## config.mk

```make
export PLATFORM = sky130hd
export DESIGN_NAME = ils_cell
export DESIGN_NICKNAME = d
export VERILOG_FILES = /design/src/sv/integer_list_sorter_defines.svh /design/src/sv/ils_pkg.sv /design/src/sv/ils_cell.sv
export SDC_FILE = /design/constraint.sdc
export NUM_CORES = 1
export LEC_CHECK = 0
export BUFFER_PORTS_ARGS = -buffer_cell sky130_fd_sc_hd__buf_2
export CAP_MARGIN = 20
export CORE_ASPECT_RATIO = 0.75
export CORE_MARGIN = 4
export CORE_UTILIZATION = 42
export CTS_CLUSTER_DIAMETER = 40
export CTS_CLUSTER_SIZE = 40
export DETAILED_ROUTE_END_ITERATION = 12
export GPL_ROUTABILITY_DRIVEN = 1
export PLACE_DENSITY_LB_ADDON = 0.1
export SYNTH_ARGS = -nofsm -noshare
export SYNTH_HDL_FRONTEND = slang
export SYNTH_SLANG_ARGS = --single-unit
```

## constraint.sdc

```tcl
create_clock -name clk -period 3.4 [get_ports clk]
set_input_delay 0 -clock clk [delete_from_list [all_inputs] [get_ports clk]]
set_output_delay 0 -clock clk [all_outputs]
set_load 0.005 [all_outputs]
```

## src/sv/integer_list_sorter_defines.svh

```systemverilog
// assertion macros for the integer list sorter, used by ils_ctrl
// expects clk and rst_n in the scope of each use
`ifndef INTEGER_LIST_SORTER_DEFINES_SVH
`define INTEGER_LIST_SORTER_DEFINES_SVH

// implication checked on the following clock edge
`define ILS_ASSERT_NEXT(label, ante, cons, msg) \
    label: assert property (@(posedge clk) disable iff (!rst_n) (ante) |=> (cons)) \
        else $error(msg);

// property that holds at every clock edge
`define ILS_ASSERT_ALWAYS(label, expr, msg) \
    label: assert property (@(posedge clk) disable iff (!rst_n) (expr)) \
        else $error(msg);

`endif

```

## src/sv/ils_pkg.sv

```systemverilog
// shared types and constants for the integer list sorter
// no dependencies
package ils_pkg;

    localparam int MAX_ITEMS_DEF = 64;
    localparam int DATA_W        = 32;

    typedef struct packed {
        logic insert;
        logic shift_up;
        logic shift_down;
    } cell_ctrl_t;

    typedef enum logic [1:0] {
        ST_LOAD  = 2'b01,
        ST_DRAIN = 2'b10
    } state_t;

endpackage

```

## src/sv/ils_cell.sv

```systemverilog
// one cell of the insertion chain: holds one element and its valid bit
// depends on ils_pkg
module ils_cell (
    input  logic                                clk,
    input  logic                                rst_n,
    input  ils_pkg::cell_ctrl_t                 ctrl,
    input  logic signed [ils_pkg::DATA_W-1:0]   new_value,
    input  logic signed [ils_pkg::DATA_W-1:0]   lo_value,
    input  logic                                lo_valid,
    input  logic                                lo_gt,
    input  logic signed [ils_pkg::DATA_W-1:0]   hi_value,
    input  logic                                hi_valid,
    output logic signed [ils_pkg::DATA_W-1:0]   value,
    output logic                                valid,
    output logic                                gt
);
    import ils_pkg::*;

    logic signed [DATA_W-1:0] value_reg;
    logic signed [DATA_W-1:0] value_next;
    logic                     valid_reg;
    logic                     valid_next;

    // new element belongs at or below this cell
    assign gt = !valid_reg || (new_value < value_reg);

    always_comb
    begin
        value_next = value_reg;
        valid_next = valid_reg;
        if (ctrl.insert)
        begin
            if (lo_gt)
            begin
                value_next = lo_value;
                valid_next = lo_valid;
            end
            else if (gt)
            begin
                value_next = new_value;
                valid_next = 1'b1;
            end
        end
        else if (ctrl.shift_up)
        begin
            value_next = lo_value;
            valid_next = lo_valid;
        end
        else if (ctrl.shift_down)
        begin
            value_next = hi_value;
            valid_next = hi_valid;
        end
    end

    always_ff @(posedge clk or negedge rst_n)
    begin
        if (!rst_n)
        begin
            valid_reg <= 1'b0;
        end
        else
        begin
            valid_reg <= valid_next;
        end
    end

    always_ff @(posedge clk)
    begin
        value_reg <= value_next;
    end

    assign value = value_reg;
    assign valid = valid_reg;

endmodule

```

# [Word level (Yosys, flattened, before mapping)]
# Cells that the tools add are included.
[totals] elab_cells=18 output_inout_bits=34 reg_bits=33 input_bits=104
[op_classes] n_lt_le_gt_ge=1 mux=10 n_eq_ne=1 reduce_logical=4
[ops] op="2-to-1 mux 32 bit" n=5
[ops] op="less-than comparator 32 bit" n=1
[ops] op="2-to-1 mux 1 bit" n=5
[ops] op="!= test 3 x 1 -> 1 bit (second input constant)" n=1
[ops] op="nonzero test 3 bit" n=1
[ops] op="AND reduction 2 bit" n=1
[ops] op="logical NOT 1 bit" n=1
[ops] op="logical OR 1 bit" n=1

# [Longest topological paths before layout]
[logic_depth] ltp_word=5 depth_mapped=9 depth_no_buf=9

# [Least setup slack after synthesis]
# OpenSTA, ideal clock, no wires.
[synth_path] kind="register -> register" from="register value_reg[31] (netlist: value[31])" to="register value_reg[0] (netlist: value[0]), enable pin" setup_time_ns=0.440 period_less_slack_ns=3.749 stages_incl_launch_ff=10 n_path_buf=0 path_slack_ns=-0.349 required_ns=2.960 arrival_ns=3.309 path_cell_list="edfxtp_1 > inv_1 > ha_1 > nand4_1 > nor4_1 > nand2_1 > o211ai_1 > a31oi_1 > xor2_1 > a41oi_1"
[synth_between] elab_chain_len=4
[synth_rtl] item="from (decl)" line_no="ils_cell.sv:19" rtl="logic signed [DATA_W-1:0] value_reg;"
[synth_rtl] item="from (signal assigned)" line_no="ils_cell.sv:70" rtl="value_reg <= value_next;"
[synth_rtl] item="less-than comparator 32 bit" line_no="ils_cell.sv:25" rtl="assign gt = !valid_reg || (new_value < value_reg);"
[synth_rtl] item="logical OR 1 bit" line_no="ils_cell.sv:25"
[synth_rtl] item="!= test 3 x 1 -> 1 bit (no line)"
[synth_rtl] item="AND reduction 2 bit (no line)"
# No other way between the ends.
# A chain may end at the register's enable or synchronous reset.

# [Worst setup path in the final report]
[layout_path] from="register value_reg[1] (netlist: value[1])" to="register value_reg[30] (netlist: value[30]), enable pin"
# The elaborated chain is that of the path after synthesis.

==> key figures <==
Power and ir drop
  – Power density over cell area: ~350 nW/um2
  – Pwr Total: 1.29 mW
  – Leak: around 1.8 nW
  – VDD IR max: roughly 0.17 mV

Placement
  – Worst slack, placed: just over 0.8 ns
  – Dpl hpwl: around 6000 um
  – Final GP Congestion: approximately 0.76
  – Dpl cells: approximately 500
  – DP Area: around 3600 um2
  – Number of buffers added on ports: 137

Timing
  – Period minus WS final: approximately 2.6 ns
  – Slew of the pin with the lowest slew margin: just over 0.8 ns
  – Pins Over Slew Limit: 0
  – Final clock skew: 0.00279 ns
  – FMAX: approximately 0.38 GHz
  – Max-slew headroom: around 45%
  – Final Worst Setup Slack: just under 0.8 ns
  – Final setup TNS: 0 ns
  – Final-report hold violation count: 0
  – Setup-failing EPs final: 0
  – Worst hold margin: 0.0285 ns
  – Period utilization: between 70 and 80%
  – RSZ-0062 raised after global routing: no

Worst setup path
  – CP max stage cell: edfxtp_1
  – Arrival @ worst endpoint: 2.59 ns
  – Top cell by count, worst path: a31oi_1
  – R2r startpoint: value[1]
  – CP startpoint: value[1]
  – Critical Path RT: around 3.4 ns
  – Critical Path Start Type: flop
  – Crit-path max FO: 17
  – CP cell instances: inv_1 > ha_1 > a2111o_1 > a31oi_1 > o21ai_1 > a31oi_1 > xor2_1 > a41oi_4 > buf_4
  – Setup CP Type: reg2reg
  – CP max stage delay: around 0.39 ns
  – Nature of the critical path endpoint: flop

Synth
  – Avg Inst Size Synth: between 9 and 10 um2
  – Register area share after synthesis: about a third
  – Synth Instances: ~300
  – Seq cells post-synth: 33
  – Synth unique cells: 31
  – Syn Nets: ~440
  – Mapped cell area: 2820 um2
  – Number of flops mapped to enable cells by yosys: 32
  – Synth cell count leaders: 42 x a21oi_1, 33 x a211oi_1, 33 x inv_1
  – Post-synth top area cell: edfxtp_1
  – Post-synth top area share: ~34%
  – Most common cell in the synthesized netlist: a21oi_1
  – Total number of yosys warnings: 0
  – Ranking of synthesized cells by area: edfxtp_1 34%, ha_1 14%, mux2i_1 11%
  – Top FF cell, synth: edfxtp_1
  – Post-synth ARST share: just over 3%

Run status
  – Status: complete, no violations

Global route
  – First-pass GRT wire length: about 11000 um
  – Largest net degree at the start of global routing: between 40 and 50
  – Total Routing Usage GR: about 18%
  – Total grt overflow: 0
  – Initial antenna violation count: 1
  – Vias in the first global route: 2414

Clock tree
  – CTS tree: yes
  – CTS Sinks: 33
  – CTS max path bufs: 2
  – Clk root buf: clkbuf_8
  – Total CTS buffers: 5
  – Worst-Skew Late Latency: around 0.27 ns
  – H-Tree Depth: 2
  – Reg clk slew, reported paths: 0.07 ns
  – # resized after CTS: 0

Route
  – Drt total wl: 7430 um
  – First-pass DRT Iterations: 4
  – Initial drt markers: 95
  – DRC violation count after routing: 0
  – DR vias/cell: between 5 and 6
  – Routed Antenna Nets: 0
  – Total number of vias: 2609
  – WL/cell: 14.4 um

Finish
  – Nets: roughly 570
  – Layout area overhead: 30.8%
  – Layout Utilization: a little under three fifths
  – Max FFs per register: 32
  – Design area: 3690 um2
  – Non-Filler Instances: between 500 and 600
  – Ant diodes: 0
  – Layout cells sized above 1: 34.9%

Die
  – Placement Rows: 25
  – Floorplan die height: 79.0 um
  – Die W: slightly above 100 um
  – Starting Density: between 40% and 50%
  – Top-Level Pins: roughly 140
  – Die area: 8110 um2
  – Core area: around 6400 um2

Run
  – MaxCap Viol Count: 0

Worst hold path
  – HP Class: in2async
[where the power goes]
| group | switching (mW) | internal, mW | leakage, nW |
|---|---|---|---|
| logic | 0.232 | 0.205 | 1.44 |
| clock network | 0.137 | 0.165 | 0.0455 |
| registers | 0.0287 | 0.517 | 0.336 |
[critical path: cells and delay by family, from the launching register on]
family | cells | cell delay, ns
AO/OA/AOI/OAI | 5 | 1.20
adder cells (fa/ha/maj) | 1 | 0.22
XOR/XNOR | 1 | 0.15
buffers and inverters | 2 | 0.36
flip-flops | 1 | 0.39
[logic make-up after synthesis]
logic type | Yosys count | share of synthesized area (%)
AOI/OAI and AO/OA | 89 | 19.9
and+or+nand+nor | 64 | 12.4
buffers and inverters | 52 | 7.00
muxes | 33 | 11.7
DFF | 33 | 34.9
adders and majority gates | 31 | 13.7
xor gates and xnor gates | 1 | 0.310
[path summary, 6_finish.rpt]
| check | to | cells past startpoint | slack (ns) |
|---|---|---|---|
| max in group asynchronous | valid | 2 | 3.29 |
| setup / recovery | value[30] | 9 | 0.77 |
| min in group clk | valid | 3 | 0.04 |
| hold / removal | valid | 2 | 0.03 |
| hold reg to reg | valid | 2 | 0.64 |
| setup reg to reg | value[30] | 9 | 0.77 |
[cells in the final DEF (no fill, tap or decap), drive strengths merged, types with 5 or more instances in the layout]
master	instances
clkbuf	8
edfxtp	32
nor2b	32
a21oi	42
mux2i	32
buf	142
nand2	17
o21ai	5
nor2	5
inv	33
a211oi	33
ha	31
[layout make-up]
cell class,count,area [um2]
Tap cell,81,101
Sequential cell,33,986
Inverter,33,124
Clock buffer,8,90.1
Timing Repair Buffer,143,733
Fill cell,617,2720
Multi-Input combinational cell,218,1660
[layer usage]
| metal | global-route usage (%) | part of all wire [%] | vias to the layer above |
|---|---|---|---|
| met5 | 0 | 0.17 | - |
| met2 | 26.6 | 43 | 81 |
| met3 | 5.44 | 9.1 | 6 |
| met1 | 25.2 | 47 | 1146 |
| met4 | 3.80 | 0.78 | 2 |
| li1 | - | - | 1374 |
[repair_timing]
action	CTS	global route
hold buffers	1	0
endpoints found under the hold margin	1	0
setup buffers	0	0
No activity file was read; power rests on OpenSTA's default activity.
