[config.mk]
export PLATFORM = sky130hd
export DESIGN_NAME = ils_ctrl
export DESIGN_NICKNAME = d
export VERILOG_FILES = /design/src/sv/ils_pkg.sv /design/src/sv/ils_ctrl.sv
export VERILOG_INCLUDE_DIRS = /design/src /design/src/sv
export SDC_FILE = /design/constraint.sdc
export NUM_CORES = 1
export LEC_CHECK = 0
export ABC_AREA = 1
export BUFFER_PORTS_ARGS = -buffer_cell sky130_fd_sc_hd__buf_2
export CAP_MARGIN = 25
export CORE_MARGIN = 2
export CORE_UTILIZATION = 56
export DETAILED_ROUTE_END_ITERATION = 6
export GPL_ROUTABILITY_DRIVEN = 0
export HOLD_SLACK_MARGIN = 0.12
export PLACE_DENSITY = 0.86
export SLEW_MARGIN = 15
export SYNTH_ARGS = -nofsm -noshare
export SYNTH_HDL_FRONTEND = slang
export SYNTH_SLANG_ARGS = --single-unit
[constraint.sdc]
create_clock -name clk -period 3.05 [get_ports clk]
set_input_delay 0.1525 -clock clk [delete_from_list [all_inputs] [get_ports clk]]
set_output_delay 0.1525 -clock clk [all_outputs]
set_load 0.005 [all_outputs]
[src/sv/integer_list_sorter_defines.svh]
// assertion macros for the integer list sorter, used by ils_ctrl
// expects clk and rst_n in the scope of each use
`ifndef INTEGER_LIST_SORTER_DEFINES_SVH
`define INTEGER_LIST_SORTER_DEFINES_SVH

// implication checked on the following clock edge
`define ILS_ASSERT_NEXT(label, ante, cons, msg) \
    label: assert property (@(posedge clk) disable iff (!rst_n) (ante) |=> (cons)) \
        else $error(msg);

// property that holds at every clock edge
`define ILS_ASSERT_ALWAYS(label, expr, msg) \
    label: assert property (@(posedge clk) disable iff (!rst_n) (expr)) \
        else $error(msg);

`endif

[src/sv/ils_pkg.sv]
// shared types and constants for the integer list sorter
// no dependencies
package ils_pkg;

    localparam int MAX_ITEMS_DEF = 64;
    localparam int DATA_W        = 32;

    typedef struct packed {
        logic insert;
        logic shift_up;
        logic shift_down;
    } cell_ctrl_t;

    typedef enum logic [1:0] {
        ST_LOAD  = 2'b01,
        ST_DRAIN = 2'b10
    } state_t;

endpackage

[src/sv/ils_ctrl.sv]
// load and drain sequencer, element count, overflow and direction register
// depends on ils_pkg and integer_list_sorter_defines.svh
module ils_ctrl #(
    parameter int MAX_ITEMS = ils_pkg::MAX_ITEMS_DEF
) (
    input  logic                clk,
    input  logic                rst_n,
    input  logic                cfg_valid,
    output logic                cfg_ready,
    input  logic                cfg_data,
    input  logic                in_valid,
    output logic                in_ready,
    input  logic                last_in,
    output logic                out_valid,
    input  logic                out_ready,
    output logic                last_out,
    output logic                overflow,
    input  logic                bottom_valid,
    input  logic                top_valid,
    output logic                take_bottom,
    output ils_pkg::cell_ctrl_t cell_ctrl
);
    import ils_pkg::*;
    `include "integer_list_sorter_defines.svh"

    localparam int CNT_W = $clog2(MAX_ITEMS + 1);

    state_t           state_reg;
    state_t           state_next;
    logic [CNT_W-1:0] count_reg;
    logic [CNT_W-1:0] count_next;
    logic             ovf_reg;
    logic             ovf_next;
    logic             asc_reg;
    logic             asc_next;
    logic             dir_asc_reg;
    logic             dir_asc_next;

    logic             in_acc;
    logic             out_acc;
    logic             full;

    assign cfg_ready = 1'b1;
    assign in_ready  = (state_reg == ST_LOAD);
    assign in_acc    = in_valid && in_ready;
    assign full      = (count_reg == CNT_W'(MAX_ITEMS));

    assign take_bottom = dir_asc_reg;
    assign out_valid   = (state_reg == ST_DRAIN) && (dir_asc_reg ? bottom_valid : top_valid);
    assign out_acc     = out_valid && out_ready;
    assign last_out    = (count_reg == CNT_W'(1));
    assign overflow    = ovf_reg;

    always_comb
    begin
        cell_ctrl.insert     = in_acc && !full;
        cell_ctrl.shift_down = (state_reg == ST_DRAIN) && dir_asc_reg && out_acc;
        cell_ctrl.shift_up   = (state_reg == ST_DRAIN) && !dir_asc_reg
                               && (out_acc || !top_valid);
    end

    always_comb
    begin
        state_next   = state_reg;
        count_next   = count_reg;
        ovf_next     = ovf_reg;
        dir_asc_next = dir_asc_reg;
        asc_next     = asc_reg;
        if (cfg_valid && cfg_ready)
        begin
            asc_next = cfg_data;
        end
        case (state_reg)
            ST_LOAD:
            begin
                if (in_acc)
                begin
                    if (full)
                    begin
                        ovf_next = 1'b1;
                    end
                    else
                    begin
                        count_next = count_reg + CNT_W'(1);
                    end
                    if (last_in)
                    begin
                        state_next   = ST_DRAIN;
                        dir_asc_next = asc_reg;
                    end
                end
            end
            ST_DRAIN:
            begin
                if (out_acc)
                begin
                    count_next = count_reg - CNT_W'(1);
                    if (last_out)
                    begin
                        state_next = ST_LOAD;
                        ovf_next   = 1'b0;
                    end
                end
            end
            default:
            begin
                state_next = ST_LOAD;
            end
        endcase
    end

    always_ff @(posedge clk or negedge rst_n)
    begin
        if (!rst_n)
        begin
            state_reg   <= ST_LOAD;
            count_reg   <= '0;
            ovf_reg     <= 1'b0;
            asc_reg     <= 1'b1;
            dir_asc_reg <= 1'b1;
        end
        else
        begin
            state_reg   <= state_next;
            count_reg   <= count_next;
            ovf_reg     <= ovf_next;
            asc_reg     <= asc_next;
            dir_asc_reg <= dir_asc_next;
        end
    end

    `ILS_ASSERT_NEXT(a_close_starts_drain, in_acc && last_in, state_reg == ST_DRAIN, "closing transaction did not start drain")
    `ILS_ASSERT_NEXT(a_final_ends_drain, out_acc && last_out, (state_reg == ST_LOAD) && (count_reg == '0), "final transaction did not return to load")
    `ILS_ASSERT_ALWAYS(a_drain_nonempty, (state_reg != ST_DRAIN) || (count_reg != '0), "drain with no elements left")
    `ILS_ASSERT_ALWAYS(a_count_bound, count_reg <= CNT_W'(MAX_ITEMS), "element count beyond capacity")

endmodule

# After elaboration in Yosys (flattened, before gate mapping)

Cells that the tools add are included.

Bits in registers: 12
Input port bits: 9
Output and inout port bits: 9
Logic and storage cells: 49

Add/sub/neg operators: 2
Equality and inequality tests: 10
Muxes and demuxes: 15
Reduce and logical (&&, ||, !) cells: 17

Operators by type and width:

| cell                | number |
|---|---|
| $mux 7              | 3 |
| $pmux 7 s2          | 1 |
| $logic_and 1x1->1   | 8 |
| $mux 2              | 4 |
| $reduce_and 4->1    | 2 |
| $add 7x1->7 const B | 1 |
| $eq 7x1->1 const B  | 1 |
| $eq 7x7->1 const B  | 1 |
| $sub 7x1->7 const B | 1 |
| $ne 2x1->1 const B  | 3 |
| $ne 2x2->1 const B  | 3 |
| $mux 1              | 5 |
| $reduce_and 5->1    | 1 |
| $pmux 2 s2          | 1 |
| $logic_not 1->1     | 3 |
| $reduce_and 3->1    | 1 |
| $eq 2x1->1 const B  | 1 |
| $eq 2x2->1 const B  | 1 |
| $pmux 1 s2          | 1 |
| $reduce_bool 2->1   | 1 |
| $logic_or 1x1->1    | 1 |

# Logic depth before layout (Yosys ltp)

Word-level depth: 5
Mapped depth: 11
Mapped depth without buffers: 11

# Worst setup path after synthesis

OpenSTA, ideal clock, no wires.

Path kind: register -> register
From: register count_reg[0]
To: register count_reg[5]
Setup time: 0.113 ns
Arrival time: 1.290 ns
Setup slack: 1.648 ns
Stages on the path, launching flop included: 12
Buffers on the path: 1
Path through: dfrtp_1 inv_1 ha_1 nand2_1 inv_1 nand3_2 nand2_2 nand2_4 buf_12 nand3_2 nand2_1 inv_1

Longest elaborated chain between the ends: 4
Elaborated cells on any way between the ends: 9

RTL lines:

| item                   | RTL line        | source |
|---|---|---|
| start, declared        | ils_ctrl.sv:30  | `logic [CNT_W-1:0] count_reg;` |
| start signal, assigned | ils_ctrl.sv:125 | `count_reg <= count_next;` |
| $add 7x1->7            | ils_ctrl.sv:84  | `count_next = count_reg + CNT_W'(1);` |
| $mux 7                 | ils_ctrl.sv:78  | `if (full)` |
| $mux 7                 | ils_ctrl.sv:76  | `if (in_acc)` |
| $pmux 7 s2             | ils_ctrl.sv:73  | `case (state_reg)` |

Parallel ways exist; a longest one is shown, timed or not. The select of a mux whose other input is x is not followed.
A chain may end at the register's enable or synchronous reset.

==> run metrics <==
status finished clean; Worst path max stage delay ~480 ps; Chip Height between 40 and 50 um; ordered list of cells on the worst path inv_1 > ha_1 > nand2_1 > inv_1 > nand3_2 > nand2_2 > inv_1 > buf_2; layout cells sized above 1 0.265; Synth Cell Area between 800 and 900 um^2; Gate Count Post-Synth 115; TNS Setup 0 ps; syn nets 128; Max VDD drop around 0.00042 V; Root Buffer clkbuf_4; Post-CTS Setup Bufs 0; register bit total from synthesis 12; Remaining DRCs 0; initial DRC count 25; achievable frequency a little over 0.6 GHz; clock-pin slew on the worst setup and hold paths 70 ps; max reg flops 7; Inserted Clock Buffers 3; Hold Path Class in2reg; worst-path fanout max 6; dpl ws 1570 ps; H-tree depth 1; Worst setup EP type output port; area occupied by multi-input gates between 400 and 500 um^2; via count 791; nets 150; Primary FF master, synth dfrtp_1; final worst path period share 0.538; Power Density 728 mW/mm^2; largest net degree at the start of global routing 14; DR vias/cell between 5 and 6; # setup viols final 0; CTS Sinks 12; Final Hold Vio Count 0; maxcap violations 0; leak pwr ~0.56 nW; vias in the first global route about 760; WP data required between 2000 and 3000 ps; Initial Utilization 0.587; Worst Path Class, Setup reg2out; CP Launch Type flop; minimum clock period ~1600 ps; Fillers roughly 130; first-pass GRT wire length approximately 3100 um; Synth Warn # 0; area grow syn2layout 16.1%; Skew-Pair Late Insertion Delay 280 ps; Final Max Slew Viols 0; syn_area_per_cell between 7 and 8 um^2; die footprint 0.00187 mm^2; Seq/Total Area, Yosys 0.352; flop2flop setup slack roughly 1500 ps; Netlist cell types 25; post-cts resize count 0; Sequential Area 304 um^2; EDFF count, synth 0; critical path arrival about 1500 ps; ys async rst share 1.00; CTS max path bufs 2; Buf/Inv on CP 4; all-layer global routing usage 0.232; Routed WL approximately 1700 um; DP HPWL approximately 1300 um; TritonRoute pass-1 iters 5; delay-heaviest family, CP flip-flops; Slowest-stage cell, CP dfrtp_1; Clock Skews between 4 and 5 ps; core region area around 0.0015 mm^2; drt wl/cell 11.4 um; Antenna diodes 0; Overall Power roughly 730 uW; initial antenna violation count 0; FP Rows 14; grt total ovfl 0; antenna-violating nets left 0; CTS tree done; I/O pin total 18; Die X between 40 and 50 um; Crit path top cell by count inv_1; Worst Slack Setup Final about 1400 ps; Port Buffers 16; unrepaired setup endpoints after global routing no
[final timing paths]
kind | from | endpoint | depth (start not counted)
worst max-delay path | count_reg[0] | cell_ctrl[2] | 8
worst min-delay path | last_in | state_reg[0] | 4
worst max register to register | count_reg[0] | count_reg[6] | 10
worst min register to register | asc_reg | take_bottom | 2
max in group asynchronous | rst_n | asc_reg | 2
min in group asynchronous | rst_n | count_reg[6] | 2
[cells by family after synthesis]
| logic type | count (synthesis) | share of synthesized area |
|---|---|---|
| xor+xnor | 2 | 0.0290 |
| simple gates | 67 | 0.396 |
| flops | 12 | 0.352 |
| fa+ha+maj | 4 | 0.0580 |
| other cells | 1 | 0.00434 |
| buf+inv | 21 | 0.114 |
| compound gates | 8 | 0.0464 |
[Yosys cell counts, types with 3 or more instances]
| master | count | area share |
|---|---|---|
| nand4_1 | 3 | 0.022 |
| nand2_1 | 36 | 0.16 |
| dfrtp_1 | 9 | 0.26 |
| dfstp_2 | 3 | 0.091 |
| ha_1 | 4 | 0.058 |
| inv_1 | 18 | 0.078 |
| nand3_1 | 5 | 0.029 |
| nand3b_1 | 3 | 0.026 |
| a21oi_1 | 3 | 0.017 |
| o21ai_0 | 4 | 0.023 |
| nor2_1 | 9 | 0.039 |
[layout by cell type, fill, tap and decap left out]
cell / synthesis / routed
dfstp_2: 3 / 3
clkbuf_8: 0 / 1
nand2_1: 36 / 36
nand2_2: 2 / 2
inv_2: 1 / 1
nand4_1: 3 / 3
nand3_1: 5 / 5
a21oi_1: 3 / 3
nor3_2: 1 / 1
clkbuf_4: 0 / 3
nor2_1: 9 / 9
nand3_2: 2 / 2
dfrtp_1: 9 / 9
nor2_4: 2 / 2
xor2_2: 1 / 1
nand3b_1: 3 / 3
conb_1: 1 / 1
ha_1: 4 / 4
nand2_4: 1 / 1
o21ai_1: 1 / 1
buf_2: 0 / 16
nor2_2: 2 / 2
o21ai_0: 4 / 4
inv_1: 18 / 18
xnor2_1: 1 / 1
dlygate4sd3_1: 0 / 3
nand3_4: 1 / 1
[cell type report]
type                            count  area share
Multi-Input combinational cell     82       0.459
Sequential cell                    12       0.303
Timing Repair Buffer               19       0.110
Inverter                           19      0.0712
Clock buffer                        4      0.0362
Tap cell                           16      0.0200
[where the power goes]
part / total, mW / leakage (nW) / internal (mW) / switching [mW]
Clock: 0.129 / 0.0210 / 0.0727 / 0.0560
Sequential: 0.297 / 0.139 / 0.222 / 0.0750
Combinational: 0.304 / 0.399 / 0.122 / 0.182
[routing by layer]
layer	track usage	wire, um	part of all wire	vias to the layer above
met3	0.0383	88	0.051	5
met5	0	0	0	-
met4	0.127	44	0.025	0
met2	0.367	858	0.50	27
li1	-	-	-	399
met1	0.298	734	0.43	360
[stage by stage]
step | util | instance area (um^2) | hold WS, ps | cells
floorplan | - | 863 | -143 | 115
global placement | 0.636 | 936 | 42.4 | 145
detailed placement | 0.636 | 936 | 45.4 | 145
CTS | 0.681 | 1000 | 130 | 152
global route | 0.681 | 1000 | 184 | 152
finish | 0.681 | 1000 | 135 | 152
[worst register-to-register path: cells and delay by family, from the launching register on]
family	cells	cell delay, ps
and+or+nand+nor	6	510
adders and majority gates	1	210
DFF	1	480
buffers and inverters	3	200
[timing repair]
item / CTS / global route
hold buffers: 3 / 0
setup endpoints to repair: 0 / 0
endpoints found under the hold margin: 13 / 0
Note: power is estimated with default switching activity, not from simulation.
